==> src/sv/lppa_pkg.sv <==
`default_nettype none
package lppa_pkg;

  // field widths
  localparam int unsigned LEN_W   = 15;
  localparam int unsigned BYTE_W  = 8;
  localparam int unsigned REG_W   = 16;
  localparam int unsigned BATCH_W = 17;
  localparam int unsigned TICK_W  = 16;

  // longest packet accepted, in bytes
  localparam logic [REG_W-1:0] MAX_PACKET = 16'd16384;

  // register reset values
  localparam logic [REG_W-1:0] TARGET_RESET = 16'd3000;
  localparam logic [REG_W-1:0] WINDOW_RESET = 16'd10000;

  // register indexes
  localparam int unsigned CFG_IDX_W = 1;
  localparam logic [CFG_IDX_W-1:0] CFG_IDX_TARGET = 1'b0;
  localparam logic [CFG_IDX_W-1:0] CFG_IDX_WINDOW = 1'b1;

  // input request codes
  localparam logic REQ_TICK = 1'b0;
  localparam logic REQ_BYTE = 1'b1;

  // result kinds
  localparam logic KIND_BYTE = 1'b0;
  localparam logic KIND_END  = 1'b1;

  // command queue depth
  localparam int unsigned QDEPTH = 4;

  // slots of one command, emitted from the top bit down
  localparam int unsigned SLOT_N    = 4;
  localparam int unsigned SLOT_END  = 3;
  localparam int unsigned SLOT_HI   = 2;
  localparam int unsigned SLOT_LO   = 1;
  localparam int unsigned SLOT_DATA = 0;

  typedef struct packed {
    logic              req_type;
    logic [BYTE_W-1:0] data_byte;
    logic              first_byte;
    logic [LEN_W-1:0]  packet_len;
  } in_word_t;

  typedef struct packed {
    logic              kind;
    logic [BYTE_W-1:0] out_byte;
    logic              run_last;
  } out_word_t;

  typedef struct packed {
    logic [SLOT_N-1:0] mask;
    logic [BYTE_W-1:0] hdr_hi;
    logic [BYTE_W-1:0] hdr_lo;
    logic [BYTE_W-1:0] data;
  } cmd_t;

  // queue handshake toward the back end
  typedef struct packed {
    logic valid;
    cmd_t cmd;
  } q_head_t;

endpackage
`default_nettype wire

==> src/sv/lppa_front.sv <==
`default_nettype none
module lppa_front (
  input  wire                               clk,
  input  wire                               rst_n,
  input  wire                               in_valid,
  input  lppa_pkg::in_word_t                in_word,
  input  wire                               q_full,
  output logic                              push,
  output lppa_pkg::cmd_t                    push_cmd,
  input  wire                               cfg_we,
  input  wire [lppa_pkg::CFG_IDX_W-1:0]     cfg_index,
  input  wire [lppa_pkg::REG_W-1:0]         cfg_wdata
);

  logic [lppa_pkg::REG_W-1:0]   target_r, target_nxt;
  logic [lppa_pkg::REG_W-1:0]   window_r, window_nxt;
  logic [lppa_pkg::BATCH_W-1:0] batch_r, batch_nxt;
  logic [lppa_pkg::TICK_W-1:0]  elapsed_r, elapsed_nxt;
  logic [lppa_pkg::LEN_W-1:0]   left_r, left_nxt;

  logic                          accept;
  logic [lppa_pkg::TICK_W-1:0]  el_tick;
  logic [lppa_pkg::TICK_W-1:0]  el_chk;
  logic                          flush;
  logic                          len_ok;
  logic [lppa_pkg::BATCH_W-1:0] batch_chk;
  logic [lppa_pkg::BATCH_W:0]   sum;
  logic [lppa_pkg::SLOT_N-1:0]  mask;

  assign accept = in_valid && !q_full;

  // saturating tick count
  assign el_tick = (elapsed_r != {lppa_pkg::TICK_W{1'b1}}) ?
                   elapsed_r + 1'b1 : elapsed_r;

  // flush check sees the tick already counted
  assign el_chk = (in_word.req_type == lppa_pkg::REQ_TICK) ? el_tick : elapsed_r;
  assign flush  = (el_chk >= window_r) || (batch_r >= {1'b0, target_r});

  assign len_ok = (in_word.packet_len != '0) &&
                  ({1'b0, in_word.packet_len} <= lppa_pkg::MAX_PACKET);

  // fill after the flush check, then with the new packet and its header
  assign batch_chk = flush ? '0 : batch_r;
  assign sum = {1'b0, batch_chk} + {3'b000, in_word.packet_len} +
               {{(lppa_pkg::BATCH_W-1){1'b0}}, 2'd2};

  // apply config writes, classify the word and update batch state
  always_comb begin
    target_nxt  = target_r;
    window_nxt  = window_r;
    batch_nxt   = batch_r;
    elapsed_nxt = elapsed_r;
    left_nxt    = left_r;
    mask        = '0;
    if (cfg_we) begin
      unique case (cfg_index)
        lppa_pkg::CFG_IDX_TARGET: target_nxt = cfg_wdata;
        lppa_pkg::CFG_IDX_WINDOW: window_nxt = cfg_wdata;
        default: ;
      endcase
    end
    if (accept) begin
      if (in_word.req_type == lppa_pkg::REQ_TICK) begin
        elapsed_nxt = el_tick;
        if (left_r == '0 && flush) begin
          elapsed_nxt = '0;
          batch_nxt   = '0;
          mask[lppa_pkg::SLOT_END] = (batch_r != '0);
        end
      end else if (left_r != '0) begin
        mask[lppa_pkg::SLOT_DATA] = 1'b1;
        left_nxt = left_r - 1'b1;
      end else if (in_word.first_byte && len_ok) begin
        if (flush) begin
          elapsed_nxt = '0;
          mask[lppa_pkg::SLOT_END] = (batch_r != '0);
        end
        // packet would overflow the batch
        if (sum > {2'b00, target_r}) begin
          elapsed_nxt = '0;
          if (batch_chk != '0) begin
            mask[lppa_pkg::SLOT_END] = 1'b1;
          end
          batch_nxt = sum[lppa_pkg::BATCH_W-1:0] - batch_chk;
        end else begin
          batch_nxt = sum[lppa_pkg::BATCH_W-1:0];
        end
        mask[lppa_pkg::SLOT_HI]   = 1'b1;
        mask[lppa_pkg::SLOT_LO]   = 1'b1;
        mask[lppa_pkg::SLOT_DATA] = 1'b1;
        left_nxt = in_word.packet_len - 1'b1;
      end
    end
  end

  assign push            = accept && (mask != '0);
  assign push_cmd.mask   = mask;
  assign push_cmd.hdr_hi = {1'b0, in_word.packet_len[lppa_pkg::LEN_W-1:lppa_pkg::BYTE_W]};
  assign push_cmd.hdr_lo = in_word.packet_len[lppa_pkg::BYTE_W-1:0];
  assign push_cmd.data   = in_word.data_byte;

  always_ff @(posedge clk) begin
    if (!rst_n) begin
      target_r  <= lppa_pkg::TARGET_RESET;
      window_r  <= lppa_pkg::WINDOW_RESET;
      batch_r   <= '0;
      elapsed_r <= '0;
      left_r    <= '0;
    end else begin
      target_r  <= target_nxt;
      window_r  <= window_nxt;
      batch_r   <= batch_nxt;
      elapsed_r <= elapsed_nxt;
      left_r    <= left_nxt;
    end
  end

endmodule
`default_nettype wire

==> src/sv/lppa_queue.sv <==
`default_nettype none
module lppa_queue #(
  parameter int unsigned DEPTH = lppa_pkg::QDEPTH
) (
  input  wire                clk,
  input  wire                rst_n,
  input  wire                push,
  input  lppa_pkg::cmd_t     push_cmd,
  output logic               full,
  output lppa_pkg::q_head_t  head,
  input  wire                pop
);

  localparam int unsigned AW = (DEPTH > 1) ? $clog2(DEPTH) : 1;
  localparam int unsigned CW = $clog2(DEPTH + 1);
  localparam logic [AW-1:0] LAST = AW'(DEPTH - 1);
  localparam logic [CW-1:0] FULL_CNT = CW'(DEPTH);

  lppa_pkg::cmd_t mem_r [DEPTH];
  logic [AW-1:0]  wr_r, wr_nxt;
  logic [AW-1:0]  rd_r, rd_nxt;
  logic [CW-1:0]  cnt_r, cnt_nxt;
  logic           do_push, do_pop;

  assign full      = (cnt_r == FULL_CNT);
  assign head.valid = (cnt_r != '0);
  assign head.cmd   = mem_r[rd_r];

  assign do_push = push && !full;
  assign do_pop  = pop && head.valid;

  // pointer and fill count
  always_comb begin
    wr_nxt  = wr_r;
    rd_nxt  = rd_r;
    cnt_nxt = cnt_r;
    if (do_push) begin
      wr_nxt = (wr_r == LAST) ? '0 : wr_r + 1'b1;
    end
    if (do_pop) begin
      rd_nxt = (rd_r == LAST) ? '0 : rd_r + 1'b1;
    end
    if (do_push && !do_pop) begin
      cnt_nxt = cnt_r + 1'b1;
    end else if (!do_push && do_pop) begin
      cnt_nxt = cnt_r - 1'b1;
    end
  end

  always_ff @(posedge clk) begin
    if (!rst_n) begin
      wr_r  <= '0;
      rd_r  <= '0;
      cnt_r <= '0;
    end else begin
      wr_r  <= wr_nxt;
      rd_r  <= rd_nxt;
      cnt_r <= cnt_nxt;
    end
  end

  // storage
  always_ff @(posedge clk) begin
    if (do_push) begin
      mem_r[wr_r] <= push_cmd;
    end
  end

endmodule
`default_nettype wire

==> src/sv/lppa_back.sv <==
`default_nettype none
module lppa_back (
  input  wire                    clk,
  input  wire                    rst_n,
  input  lppa_pkg::q_head_t      head,
  output logic                   pop,
  output logic                   out_valid,
  input  wire                    out_stall,
  output lppa_pkg::out_word_t    out_word
);

  logic [lppa_pkg::SLOT_N-1:0] cur_mask_r, cur_mask_nxt;
  lppa_pkg::cmd_t              cur_cmd_r, cur_cmd_nxt;
  logic                        out_valid_r, out_valid_nxt;
  lppa_pkg::out_word_t         out_word_r, out_word_nxt;

  logic                        take;
  logic                        use_cur;
  logic [lppa_pkg::SLOT_N-1:0] src_mask;
  lppa_pkg::cmd_t              src_cmd;
  logic [lppa_pkg::SLOT_N-1:0] rest;

  assign take    = !out_valid_r || !out_stall;
  assign use_cur = (cur_mask_r != '0);
  assign src_mask = use_cur ? cur_mask_r : (head.valid ? head.cmd.mask : '0);
  assign src_cmd  = use_cur ? cur_cmd_r : head.cmd;
  assign pop      = take && !use_cur && head.valid;

  // emit the highest pending slot into the output register
  always_comb begin
    rest          = src_mask;
    cur_mask_nxt  = cur_mask_r;
    cur_cmd_nxt   = cur_cmd_r;
    out_valid_nxt = out_valid_r;
    out_word_nxt  = out_word_r;
    if (take) begin
      out_valid_nxt         = (src_mask != '0);
      out_word_nxt.kind     = lppa_pkg::KIND_BYTE;
      out_word_nxt.out_byte = src_cmd.data;
      if (src_mask[lppa_pkg::SLOT_END]) begin
        rest[lppa_pkg::SLOT_END] = 1'b0;
        out_word_nxt.kind     = lppa_pkg::KIND_END;
        out_word_nxt.out_byte = '0;
      end else if (src_mask[lppa_pkg::SLOT_HI]) begin
        rest[lppa_pkg::SLOT_HI] = 1'b0;
        out_word_nxt.out_byte = src_cmd.hdr_hi;
      end else if (src_mask[lppa_pkg::SLOT_LO]) begin
        rest[lppa_pkg::SLOT_LO] = 1'b0;
        out_word_nxt.out_byte = src_cmd.hdr_lo;
      end else begin
        rest[lppa_pkg::SLOT_DATA] = 1'b0;
      end
      out_word_nxt.run_last = (rest == '0);
      cur_mask_nxt = rest;
      cur_cmd_nxt  = src_cmd;
    end
  end

  always_ff @(posedge clk) begin
    if (!rst_n) begin
      cur_mask_r  <= '0;
      out_valid_r <= 1'b0;
    end else begin
      cur_mask_r  <= cur_mask_nxt;
      out_valid_r <= out_valid_nxt;
    end
  end

  always_ff @(posedge clk) begin
    cur_cmd_r  <= cur_cmd_nxt;
    out_word_r <= out_word_nxt;
  end

  assign out_valid = out_valid_r;
  assign out_word  = out_word_r;

endmodule
`default_nettype wire

==> src/sv/length_prefixed_packet_aggregator.sv <==
// Path: a word's first result passes through the command queue and then the output
// register before it shows on out_valid; queued commands ahead of it add to that.
// Throughput: one input word per cycle while each word yields at most one result
// and out_stall is low; a packet start yields three or four results, drained one
// per cycle by the output register while out_stall is low, with a command queue of
// QDEPTH entries absorbing the burst; in_stall rises while the queue is full.
// Reset: synchronous active-low rst_n clears batch state, queue and output valid,
// and sets the target to 3000 bytes and the window to 10000 ticks.
`default_nettype none
module length_prefixed_packet_aggregator #(
  parameter int unsigned QDEPTH = lppa_pkg::QDEPTH
) (
  input  wire                               clk,
  input  wire                               rst_n,
  input  wire                               in_valid,
  output logic                              in_stall,
  input  lppa_pkg::in_word_t                in_word,
  output logic                              out_valid,
  input  wire                               out_stall,
  output lppa_pkg::out_word_t               out_word,
  input  wire                               cfg_we,
  input  wire [lppa_pkg::CFG_IDX_W-1:0]     cfg_index,
  input  wire [lppa_pkg::REG_W-1:0]         cfg_wdata
);

  logic              q_full;
  logic              push;
  lppa_pkg::cmd_t    push_cmd;
  lppa_pkg::q_head_t head;
  logic              pop;

  assign in_stall = q_full;

  // classify words and keep batch state
  lppa_front u_front (
    .clk       (clk),
    .rst_n     (rst_n),
    .in_valid  (in_valid),
    .in_word   (in_word),
    .q_full    (q_full),
    .push      (push),
    .push_cmd  (push_cmd),
    .cfg_we    (cfg_we),
    .cfg_index (cfg_index),
    .cfg_wdata (cfg_wdata)
  );

  // commands between front and back
  lppa_queue #(
    .DEPTH (QDEPTH)
  ) u_queue (
    .clk      (clk),
    .rst_n    (rst_n),
    .push     (push),
    .push_cmd (push_cmd),
    .full     (q_full),
    .head     (head),
    .pop      (pop)
  );

  // expand commands into output words
  lppa_back u_back (
    .clk       (clk),
    .rst_n     (rst_n),
    .head      (head),
    .pop       (pop),
    .out_valid (out_valid),
    .out_stall (out_stall),
    .out_word  (out_word)
  );

endmodule
`default_nettype wire

==> config.mk <==
export PLATFORM = sky130hd
export DESIGN_NAME = length_prefixed_packet_aggregator
export DESIGN_NICKNAME = d
export VERILOG_FILES = /design/src/sv/lppa_pkg.sv /design/src/sv/lppa_front.sv /design/src/sv/lppa_queue.sv /design/src/sv/lppa_back.sv /design/src/sv/length_prefixed_packet_aggregator.sv
export SDC_FILE = /design/constraint.sdc
export NUM_CORES = 1
export LEC_CHECK = 0
export ABC_AREA = 1
export BUFFER_PORTS_ARGS = -buffer_cell sky130_fd_sc_hd__buf_2
export CAP_MARGIN = 10
export CORE_ASPECT_RATIO = 2
export CORE_MARGIN = 2
export CORE_UTILIZATION = 40
export CTS_CLUSTER_DIAMETER = 120
export DETAILED_ROUTE_END_ITERATION = 8
export MAX_ROUTING_LAYER = met4
export PLACE_DENSITY = 0.57
export SYNTH_ARGS = -nofsm -noshare
export SYNTH_HDL_FRONTEND = slang
export SYNTH_SLANG_ARGS = --single-unit
==> constraint.sdc <==
create_clock -name clk -period 22.3 [get_ports clk]
set_input_delay 3.345 -clock clk [delete_from_list [all_inputs] [get_ports clk]]
set_output_delay 3.345 -clock clk [all_outputs]
set_load 0.05 [all_outputs]
# [Word-level counts from Yosys, hierarchy flattened]
# Memory sizes are Yosys's and may differ from the RTL's. A register that Yosys moved wholly into a read port is not among the register bits.
# Index checks and enable logic that the tools add are counted.
[word_totals] ramBits=108 rom_bits=0 elab_cells=121 mem_count=1 output_inout_bits=12 latchBits=0 input_bits=47 register_bits=126
[mem_list] memory="u_queue.mem_r" depth=4 width=27 read_ports=1 rd_clocked_by_memory_dff=1 wr=1 line_no="lppa_queue.sv:19" rtl="lppa_pkg::cmd_t mem_r [DEPTH];"
[classes] reduce_logical=37 n_div=0 mux=45 n_mul=0 n_shift=0 eq_ne=7 n_bitwise=1 magnitude_cmp=4 n_addsub=10
[ops] cell="16-bit 2-to-1 mux" count=8
[ops] cell="17-bit 2-to-1 mux" count=6
[ops] cell="17-bit nonzero test" count=2
[ops] cell="15-bit 2-to-1 mux" count=2
[ops] cell="15-bit nonzero test" count=2
[ops] cell="15-bit by 1-bit subtractor with 15-bit output (second input constant)" count=2
[ops] cell="24-bit 2-to-1 mux" count=1
[ops] cell="17-bit by 15-bit adder with 18-bit output" count=1
[ops] cell="18-bit by 2-bit adder with 18-bit output (second input constant)" count=1
[ops] cell="18-bit by 16-bit greater-than comparator with 1-bit output" count=1
[ops] cell="3-bit 2-to-1 mux" count=6
[ops] cell="17-bit by 16-bit greater-or-equal comparator with 1-bit output" count=1
[ops] cell="17-bit subtractor" count=1
[ops] cell="16-bit by 1-bit adder with 16-bit output (second input constant)" count=1
[ops] cell="16-bit greater-or-equal comparator" count=1
[ops] cell="4-bit 2-to-1 mux" count=4
[ops] cell="8-bit 2-to-1 mux" count=2
[ops] cell="16-bit != test (second input constant)" count=1
[ops] cell="15-bit <= comparator (second input constant)" count=1
[ops] cell="15-bit zero test" count=1
[ops] cell="4-bit nonzero test" count=3
[ops] cell="1-bit logical AND" count=11
[ops] cell="1-bit 2-to-1 mux" count=11
[ops] cell="2-bit 2-to-1 mux" count=5
[ops] cell="other kinds (17)" count=29

# [Longest topological paths before layout]
# Gate-level depths: netlist (run 1).
[depth] depth_word=21 ltp_mapped=56 mapped_depth_nobuf=55

# [Cells and area by module]
# From an unflattened synthesis (run 1), not the netlist that was laid out.
[hier_totals] hier_cells=1785 hier_area_um2=14525.2
[modules_own_cells] mod="lppa_front" seq_area_each_um2=1601.5 area_each_um2=7948.9 cells_each=1232 n_inst=1
[modules_own_cells] mod="lppa_queue" seq_area_each_um2=3543.4 area_each_um2=4647.0 cells_each=342 n_inst=1
[modules_own_cells] mod="lppa_back" seq_area_each_um2=1101.1 area_each_um2=1929.4 cells_each=211 n_inst=1

# [Least setup slack after synthesis (run 1)]
# Ideal clock, no wire load.
[synth_timing] kind="input-to-reg" start="input in_word[24] in the netlist's numbering" end="memory u_queue.mem_r[0][0] in the netlist's numbering (enable)" path_buffers=2 setup_slack_ns=12.456 t_required_ns=21.891 stages=40 setup_ns=0.409 t_arrival_ns=9.435 cell_sequence="clkinv_1 buf_2 nand2_1 a21oi_1 o21bai_1 ha_1 a21oi_1 o21a_1 nand2_1 nand2_1 nand3_1 inv_1 nand2_2 clkbuf_1 nor2_1 inv_1 ha_1 inv_1 (+4 left out) nor2_1 o21ai_0 a21oi_1 xor2_1 ha_1 a21oi_1 nor2_1 a211oi_1 nand2_1 nand2_1 nand2_1 nand2_1 nand2_4 nand2_1 nand3_2 nand2_2 inv_2 nor2_1"
[synth_via] elab_chain_cells=17 elab_cells_between_ends=23 cone_classes="2 x add/sub; 2 x order compare; 13 x mux; 6 x reduce/logical"
[synth_rtl] element="start, declared" line_no="length_prefixed_packet_aggregator.sv:17" rtl="input lppa_pkg::in_word_t in_word,"
[synth_rtl] element="16-bit 2-to-1 mux" line_no="lppa_front.sv:37" rtl="assign el_chk = (in_word.req_type == lppa_pkg::REQ_TICK) ? el_tick : elapsed_r;"
[synth_rtl] element="16-bit greater-or-equal comparator" line_no="lppa_front.sv:38" rtl="assign flush = (el_chk >= window_r) || (batch_r >= {1'b0, target_r});"
[synth_rtl] element="1-bit logical OR" line_no="lppa_front.sv:38"
[synth_rtl] element="17-bit 2-to-1 mux" line_no="lppa_front.sv:44" rtl="assign batch_chk = flush ? '0 : batch_r;"
[synth_rtl] element="17-bit by 15-bit adder with 18-bit output" line_no="lppa_front.sv:45" rtl="assign sum = {1'b0, batch_chk} + {3'b000, in_word.packet_len} +"
[synth_rtl] element="18-bit by 2-bit adder with 18-bit output" line_no="lppa_front.sv:45"
[synth_rtl] element="18-bit by 16-bit greater-than comparator with 1-bit output" line_no="lppa_front.sv:80" rtl="if (sum > {2'b00, target_r}) begin"
[synth_rtl] element="1-bit 2-to-1 mux" line_no="lppa_front.sv:80"
[synth_rtl] element="(+2 left out)"
[synth_rtl] element="1-bit 2-to-1 mux" line_no="lppa_front.sv:64" rtl="if (in_word.req_type == lppa_pkg::REQ_TICK) begin"
[synth_rtl] element="4-bit 2-to-1 mux *" line_no="lppa_front.sv:63" rtl="if (accept) begin"
[synth_rtl] element="4-bit nonzero test *" line_no="lppa_front.sv:97" rtl="assign push = accept && (mask != '0);"
[synth_rtl] element="1-bit logical AND *" line_no="lppa_front.sv:97"
[synth_rtl] element="1-bit logical AND *" line_no="lppa_queue.sv:29" rtl="assign do_push = push && !full;"
[synth_rtl] element="named net u_queue.do_push" line_no="lppa_queue.sv:23" rtl="logic do_push, do_pop;"
[synth_rtl] element="1-bit 2-to-1 mux *" line_no="lppa_queue.sv:64" rtl="if (do_push) begin"
[synth_rtl] element="1-bit 2-to-1 mux (implied by the code) *" line_no="lppa_queue.sv:65" rtl="mem_r[wr_r] <= push_cmd;"
[synth_rtl] element="end, declared" line_no="lppa_queue.sv:19"
# The timed path passes the listed nets; every way through them passes the cells marked *.

# [Worst setup path in the final report (run 1)]
[layout_timing] start="input in_word[24] in the netlist's numbering" end="register u_queue.cnt_r[2]"
[layout_via] elab_chain_cells=18 elab_cells_between_ends=26 cone_classes="2 x add/sub; 2 x order compare; 12 x mux; 10 x reduce/logical"
[layout_rtl] element="16-bit 2-to-1 mux" line_no="lppa_front.sv:37"
[layout_rtl] element="16-bit greater-or-equal comparator" line_no="lppa_front.sv:38"
[layout_rtl] element="1-bit logical OR" line_no="lppa_front.sv:38"
[layout_rtl] element="17-bit 2-to-1 mux" line_no="lppa_front.sv:44"
[layout_rtl] element="17-bit by 15-bit adder with 18-bit output" line_no="lppa_front.sv:45"
[layout_rtl] element="18-bit by 2-bit adder with 18-bit output" line_no="lppa_front.sv:45"
[layout_rtl] element="18-bit by 16-bit greater-than comparator with 1-bit output" line_no="lppa_front.sv:80"
[layout_rtl] element="1-bit 2-to-1 mux" line_no="lppa_front.sv:80"
[layout_rtl] element="(+3 left out)"
[layout_rtl] element="4-bit 2-to-1 mux *" line_no="lppa_front.sv:63"
[layout_rtl] element="4-bit nonzero test *" line_no="lppa_front.sv:97"
[layout_rtl] element="1-bit logical AND *" line_no="lppa_front.sv:97"
[layout_rtl] element="1-bit logical AND *" line_no="lppa_queue.sv:29"
[layout_rtl] element="named net u_queue.do_push" line_no="lppa_queue.sv:23"
[layout_rtl] element="1-bit zero test" line_no="lppa_queue.sv:45" rtl="end else if (!do_push && do_pop) begin"
[layout_rtl] element="1-bit logical AND" line_no="lppa_queue.sv:45"
[layout_rtl] element="2-bit nonzero test (no line)"
[layout_rtl] element="end signal, assigned" line_no="lppa_queue.sv:58" rtl="cnt_r <= cnt_nxt;"
[layout_rtl] element="end, declared" line_no="lppa_queue.sv:22" rtl="logic [CW-1:0] cnt_r, cnt_nxt;"
# Marks and branches as above.
# A chain may end at the register's enable or synchronous reset.

==> results.json, run 1 <==
{
  "status": "finished, final reports clean",
  "clockPowerShare_pct": 25.9,
  "synthFlopType": "edfxtp_1",
  "switching_share_pct": 40.0,
  "routed_via_density": 5.35,
  "power.share.sequential_pct": 35.9,
  "syn_area_per_cell_sq_um": 8.12,
  "hp-class": "flip-flop to flip-flop",
  "cts.sinks": 231,
  "htree_levels": 1,
  "peakVddDrop_mv": 0.0637,
  "synth_edf_count": 138,
  "grt_pass1_vias": 11700,
  "timing.critical_path.mode_cell": "nand2_1",
  "critPathKind": "primary input to flip-flop",
  "clk_latency_ns": 0.53,
  "cp_data_required_time_ns": 22.76,
  "dr.first_iter.drc_count": 583,
  "max_freq_ghz": 0.0945,
  "overflow": 0,
  "yosysTopAreaCell": "edfxtp_1",
  "fin_cells": 2180,
  "wire_per_inst_um": 18.3,
  "cts-root-buf": "clkbuf_16",
  "drv_slew": 0,
  "hold_viol": 0,
  "min_delay_path_depth": 2,
  "hold_start": "u_front.window_r[11]$_SDFFE_PN0P_",
  "rsz0062_at_grt": "false",
  "critPathBufInv": 7,
  "die_area_sq_um": 35900,
  "antenna_found_initial": 0,
  "rows": 95,
  "finalNetCount": 1880,
  "grt_first_pass_wirelength_mm": 62.2,
  "post-route-period-util_pct": 47.5,
  "place_congestion": 0.938,
  "internal_power_uw": 955,
  "clk_pin_slew_ns": 0.07,
  "place_inst": 2140,
  "cts_setup_buffers": 0,
  "pin_count": 59,
  "r2r-start": "u_front.elapsed_r[0]$_SDFFE_PN0P_",
  "slowest_stage": "clkinv_1",
  "die_width_um": 135,
  "synth-seq-cells": 231,
  "reg2reg_depth": 50,
  "yosysTopAreaCellShare_pct": 30.2,
  "setup_viol": 0,
  "yosys_warnings": 0,
  "seqCellArea_sq_um": 6010,
  "period_minus_slack_ns": 10.58,
  "fillCellCount": 3365,
  "slowest_delay_ns": 0.59,
  "tritoncts": "yes",
  "dr.pass1.iters": 5,
  "synth-async-reset-ratio_pct": 0,
  "rrSetupSlack_ns": 14.04,
  "p_switching_uw": 637,
  "critPathLaunch": "in_word[24]",
  "ant_nets": 0,
  "leakage_uw": 0.00656,
  "drc": 0,
  "drt_wl_total_mm": 39.8,
  "ys_types": 57,
  "ys_seq_area_share_pct": 43.8,
  "reg2reg_to": "u_queue.cnt_r[2]$_SDFFE_PN0P_",
  "num_antenna_cells": 0,
  "multi_input_area_sq_um": 6620,
  "combPwrFrac_pct": 38.3,
  "cts_resized": 0,
  "p_per_area_nw_per_um2": 105,
  "vias": 11700,
  "die_y_um": 266,
  "netlist_top_cells_area": "edfxtp_1 (30%), dfxtp_1 (14%), ha_1 (9.3%)",
  "finalClockSkew_ns": 0.00948,
  "arrival_ns": 11.05,
  "hpwl_mm": 30.4,
  "synthToLayoutAreaGrowth_pct": 10.6,
  "postCtsHoldBufs": 0,
  "cp_max_fo": 33,
  "hold_end": "u_front.window_r[11]$_SDFFE_PN0P_",
  "cts_max_path_buffers": 3,
  "core_area_sq_um": 33600,
  "worst_slew_pin_slew_ns": 1.17,
  "synth_area_sq_um": 13700,
  "port-buffer-count": 58,
  "drive_above_1_share_pct": 10.0,
  "synthCells": 1688,
  "slew_headroom_pct": 21.6,
  "fin_tns_setup_ns": 0,
  "cts_buffers": 22,
  "grt_max_degree": 64,
  "grt_usage_pct": 23.1,
  "cap_violations": 0,
  "initial_utilization_pct": 40.8,
  "critical_path.top_delay_family": "simple AND/OR/NAND/NOR gates",
  "postSynthNetCount": 1840,
  "end_kind": "flip-flop",
  "cp-start-kind": "primary input"
}
synth_stat cells, types with 13 or more instances:
master / instances
nand4_1: 15
dfxtp_1: 93
clkbuf_1: 30
nor2_2: 22
edfxtp_1: 138
ha_1: 102
a31oi_1: 26
nor2_1: 233
o211ai_1: 27
inv_1: 208
xnor2_1: 13
nand2_1: 286
o21ai_0: 131
a21oi_1: 120
xor2_1: 13
nor3_1: 19
nand3_1: 81
layer usage:
metal | up-vias | track usage (%) | share of wire, %
li1 | 5763 | - | -
met1 | 5519 | 20.9 | 34
met2 | 257 | 45.7 | 57
met3 | 125 | 1.94 | 3.0
met4 | 0 | 13.0 | 6.3
met5 | - | - | 0
power by group through the flow:
stage                     Combinational, uW  Sequential [uW]  Clock (uW)
after floorplan                         407              608           0
after detailed placement                610              581           0
after global placement                  606              579           0
after global routing                    682              577         435
after CTS                               613              572         421
final                                   609              571         411
stage by stage:
stage / util (%) / hold slack [ns] / setup WS, ns / instance area [sq um] / total power [uW]
6_report: 45.1 / 0.484 / 11.72 / 15200 / 1590
5_1_grt: 45.1 / 0.506 / 10.78 / 15200 / 1690
4_1_cts: 45.1 / 0.484 / 11.68 / 15200 / 1610
3_5_place_dp: 42.8 / 0.475 / 11.15 / 14400 / 1190
3_3_place_gp: 42.8 / 0.463 / 11.28 / 14400 / 1190
2_1_floorplan: - / 0.435 / 12.46 / 13700 / 1020
worst reg2reg max path: cells and delay by family, from the launching register on:
kind,cells,cell delay (ns)
AOI/OAI and AO/OA,10,1.68
xor gates and xnor gates,1,0.25
adders and majority gates,8,2.33
buffers and inverters,5,0.35
DFF,1,0.48
and+or+nand+nor,26,3.09
sequential cells by signal, indices dropped and copies added, names as in the netlist, named ones only:
signal             count
u_queue.rd_r           2
u_back.cur_mask_r      3
u_front.elapsed_r     16
u_queue.cnt_r          3
u_front.window_r      16
u_queue.mem_r        104
u_back.out_valid       1
u_back.cur_cmd_r      24
u_back.out_word       10
u_front.batch_r       17
u_front.target_r      16
u_front.left_r        15
u_queue.wr_r           2
how the worst max path moves through the flow:
stage	endpoint	slack, ns	depth (start not counted)
after floorplan	u_queue.mem_r[0][0]$_DFFE_PP_	12.46	40
after global placement	u_queue.cnt_r[2]$_SDFFE_PN0P_	11.28	43
after detailed placement	u_queue.cnt_r[2]$_SDFFE_PN0P_	11.15	43
after CTS	u_queue.cnt_r[2]$_SDFFE_PN0P_	11.68	43
after global routing	u_queue.cnt_r[2]$_SDFFE_PN0P_	10.78	49
final	u_queue.cnt_r[2]$_SDFFE_PN0P_	11.72	45
cell usage in the layout, fill, tap and decap left out, types with 4 or more instances in the layout:
cell and n:
a21oi_1 120, o21ai_0 131, xnor2_1 13, o22ai_1 12, nor2_1 229, nor4_1 4
nand2_2 4, o211ai_1 27, o21bai_1 12, buf_4 11, nand2_1 286, bufinv_16 4
inv_1 208, buf_2 58, nand4_1 15, ha_1 102, a31oi_1 26, dfxtp_1 92
o21ai_2 4, clkinv_1 5, a21o_1 7, xor2_1 13, nand3_2 4, nor3_1 18
o21ai_1 8, nor2_2 26, a211oi_1 5, inv_2 12, nand3_1 81, edfxtp_1 138
clkbuf_16 23
area by class of cell:
type                    count  share of cell area, %
multi-input cells        1180                   43.6
flip-flops and latches    231                   39.6
inverters                 224                   5.57
clock buffers              27                   3.96
well taps                 436                   3.60
repair buffers             69                   2.46
clock inverters            13                   1.20
kinds of logic after synthesis:
kind of cell,Yosys count,synth area share [%]
and+or+nand+nor,685,21.5
AOI/OAI and AO/OA,363,15.1
buffers and inverters,277,8.05
DFF,231,43.8
adders and majority gates,105,9.75
xor gates and xnor gates,26,1.66
muxes,1,0.0821
No activity file was read; power rests on OpenSTA's default activity.
==> inputs of run 2 (changes only) <==
Settings changed: ABC_AREA 1 to 0, PLACE_DENSITY 0.57 to 0.59.
Clock period 22.3 ns to 9 ns, I/O delays scaled along.
==> run 2 against run 1 <==
Setup slack got worse by 11 ns. Combinational power grew to 3.8 times the previous value. Sequential cell count did not move. Critical path depth down 11. Cell area is 5.2% lower. Clock skew increased by 0.018 ns. First-iteration DRC count decreased by 22%. Global-route usage fell by 2.1 points. Synthesized area is 6.6% lower. Critical path type is now flip-flop to flip-flop. Largest cell class unchanged.
==> results.json, run 2 <==
{
  "status": "finished, final reports clean",
  "postCtsHoldBufs": 0,
  "port-buffer-count": 58,
  "setup_viol": 0,
  "hpwl_mm": 25.5,
  "regMostFlops": "u_queue.mem_r",
  "peakVddDrop_mv": 0.270,
  "critPathLaunch": "u_front.elapsed_r[4]$_SDFFE_PN0P_",
  "routed_via_density": 5.62,
  "cts_setup_buffers": 0,
  "rows": 92,
  "dp_slack_ns": 0.843,
  "ant_nets": 0,
  "timing.critical_path.mode_cell": "ha_1",
  "total_power_uw": 4800,
  "vias": 9661,
  "cp_max_fo": 16,
  "initial_utilization_pct": 40.6,
  "period_minus_slack_ns": 8.07,
  "core_area_sq_um": 31500,
  "r2r-start": "u_front.elapsed_r[4]$_SDFFE_PN0P_",
  "cts_resized": 0,
  "finalWorstSetupSlack_ns": 0.926,
  "antenna_found_initial": 0,
  "clk_pin_slew_ns": 0.07,
  "drc": 0,
  "cts-root-buf": "clkbuf_16",
  "leakage_uw": 0.00567,
  "dr.first_iter.drc_count": 455,
  "slowest_delay_ns": 0.46,
  "netlist_top_cells_area": "edfxtp_1 (32%), dfxtp_1 (15%), ha_1 (10%)",
  "postSynthNetCount": 1377,
  "cap_violations": 0,
  "cts_buffers": 22,
  "grt_max_degree": 39,
  "die_width_um": 131,
  "post-synth-top-count-cell": "nand2_1",
  "arrival_ns": 8.50,
  "wire_per_inst_um": 19.7,
  "top_regs": "u_queue.mem_r x104, u_back.cur_cmd_r x24, u_front.batch_r x17",
  "synth-seq-cells": 231,
  "cp_data_required_time_ns": 9.42,
  "rsz0062_at_grt": "false",
  "final_cell_mix": "nand2_1 (158), edfxtp_1 (138), ha_1 (102)",
  "synthFlopType": "edfxtp_1",
  "critPathKind": "flip-flop to flip-flop",
  "dr.pass1.iters": 5,
  "synthToLayoutAreaGrowth_pct": 12.2,
  "overflow": 0,
  "synth_edf_count": 138,
  "ys_types": 69,
  "synth-async-reset-ratio_pct": 0,
  "grt_first_pass_wirelength_mm": 53.0,
  "post-route-period-util_pct": 89.7,
  "dpl_cell_area_sq_um": 13600,
  "synthCells": 1225,
  "end_kind": "flip-flop",
  "drive_above_1_share_pct": 14.1,
  "slew_headroom_pct": 47.6,
  "die_area_sq_um": 33600,
  "yosys_warnings": 0,
  "critPathBufInv": 4,
  "cts_max_path_buffers": 3,
  "grt_usage_pct": 21.1,
  "finalNetCount": 1433,
  "fin_tns_setup_ns": 0,
  "pin_count": 59,
  "grt_pass1_vias": 9997,
  "tritoncts": "yes",
  "synth_area_sq_um": 12800,
  "p_per_area_nw_per_um2": 334,
  "design_area_sq_um": 14400,
  "drt_wl_total_mm": 33.9,
  "syn_area_per_cell_sq_um": 10.5,
  "hold_start": "u_front.target_r[2]$_SDFFE_PN0P_",
  "cts.sinks": 231,
  "place_congestion": 0.912,
  "critical_path.top_delay_family": "compound AO/OA/AOI/OAI gates",
  "slowest_stage": "a21boi_0",
  "clk_latency_ns": 0.54,
  "hp-class": "flip-flop to flip-flop",
  "yosysTopAreaCellShare_pct": 32.3,
  "worst_slew_pin_slew_ns": 0.784,
  "num_antenna_cells": 0,
  "fin_hold_ws_ns": 0.460,
  "cp-start-kind": "flip-flop",
  "ys_seq_area_share_pct": 46.9,
  "htree_levels": 1,
  "finalClockSkew_ns": 0.0277,
  "layout.cells.most_common": "nand2_1",
  "hold_viol": 0,
  "yosysTopAreaCell": "edfxtp_1",
  "max_freq_ghz": 0.124,
  "drv_slew": 0,
  "synth_commonest_cells": "nand2_1 (158), edfxtp_1 (138), ha_1 (102)",
  "die_y_um": 257,
  "largest_register_ffs": 104
}
-- run 2: worst paths after layout --
| path | to | slack, ns | cells past startpoint |
|---|---|---|---|
| setup / recovery | u_front.elapsed_r[9]$_SDFFE_PN0P_ | 0.93 | 34 |
| setup reg to reg | u_front.elapsed_r[9]$_SDFFE_PN0P_ | 0.93 | 34 |
| hold reg to reg | u_front.target_r[2]$_SDFFE_PN0P_ | 0.46 | 2 |
| hold / removal | u_front.target_r[2]$_SDFFE_PN0P_ | 0.46 | 2 |
-- run 2: worst min-delay path, stage by stage (launching register included) --
cell and delay (ns):
dfxtp_1 0.31, nand2_1 0.05, a21oi_1 0.05
-- run 2: routing by layer --
layer | up-vias | GRT usage, % | wire (um)
met4 | 0 | 12.2 | 2210
met1 | 4703 | 19.3 | 11600
met5 | - | - | 0
met2 | 203 | 40.9 | 19200
met3 | 91 | 1.52 | 796
li1 | 4664 | - | -
-- run 2: layout make-up --
type                            instances  area [sq um]
Inverter                               75           282
Sequential cell                       231          6010
Clock inverter                         14           176
Fill cell                            3065         17200
Multi-Input combinational cell        874          6350
Timing Repair Buffer                   77           433
Clock buffer                           25           593
Tap cell                              423           529
-- run 2: cell families (layout without fill, tap and decap cells) --
| kind of cell | Yosys count | after routing | synth area share, % |
|---|---|---|---|
| buf+inv | 120 | 191 | 3.58 |
| fa+ha+maj | 105 | 105 | 10.4 |
| compound gates | 273 | 273 | 14.1 |
| xor+xnor | 37 | 37 | 2.53 |
| mux | 71 | 71 | 8.32 |
| flops | 231 | 231 | 46.9 |
| simple gates | 388 | 388 | 14.2 |
-- run 2: metrics by stage --
stage / std cells / util [%]
after floorplan: 1225 / -
after global placement: 1680 / 43.1
after detailed placement: 1680 / 43.1
after CTS: 1719 / 45.6
after global routing: 1719 / 45.6
final: 1719 / 45.6
-- run 2: power by group --
part	total, uW	leakage (uW)	internal (uW)	switching [uW]
clock network	992	0.000364	566	426
logic	2310	0.00325	883	1430
registers	1500	0.00206	1400	96.6
total	4800	0.00567	2850	1950
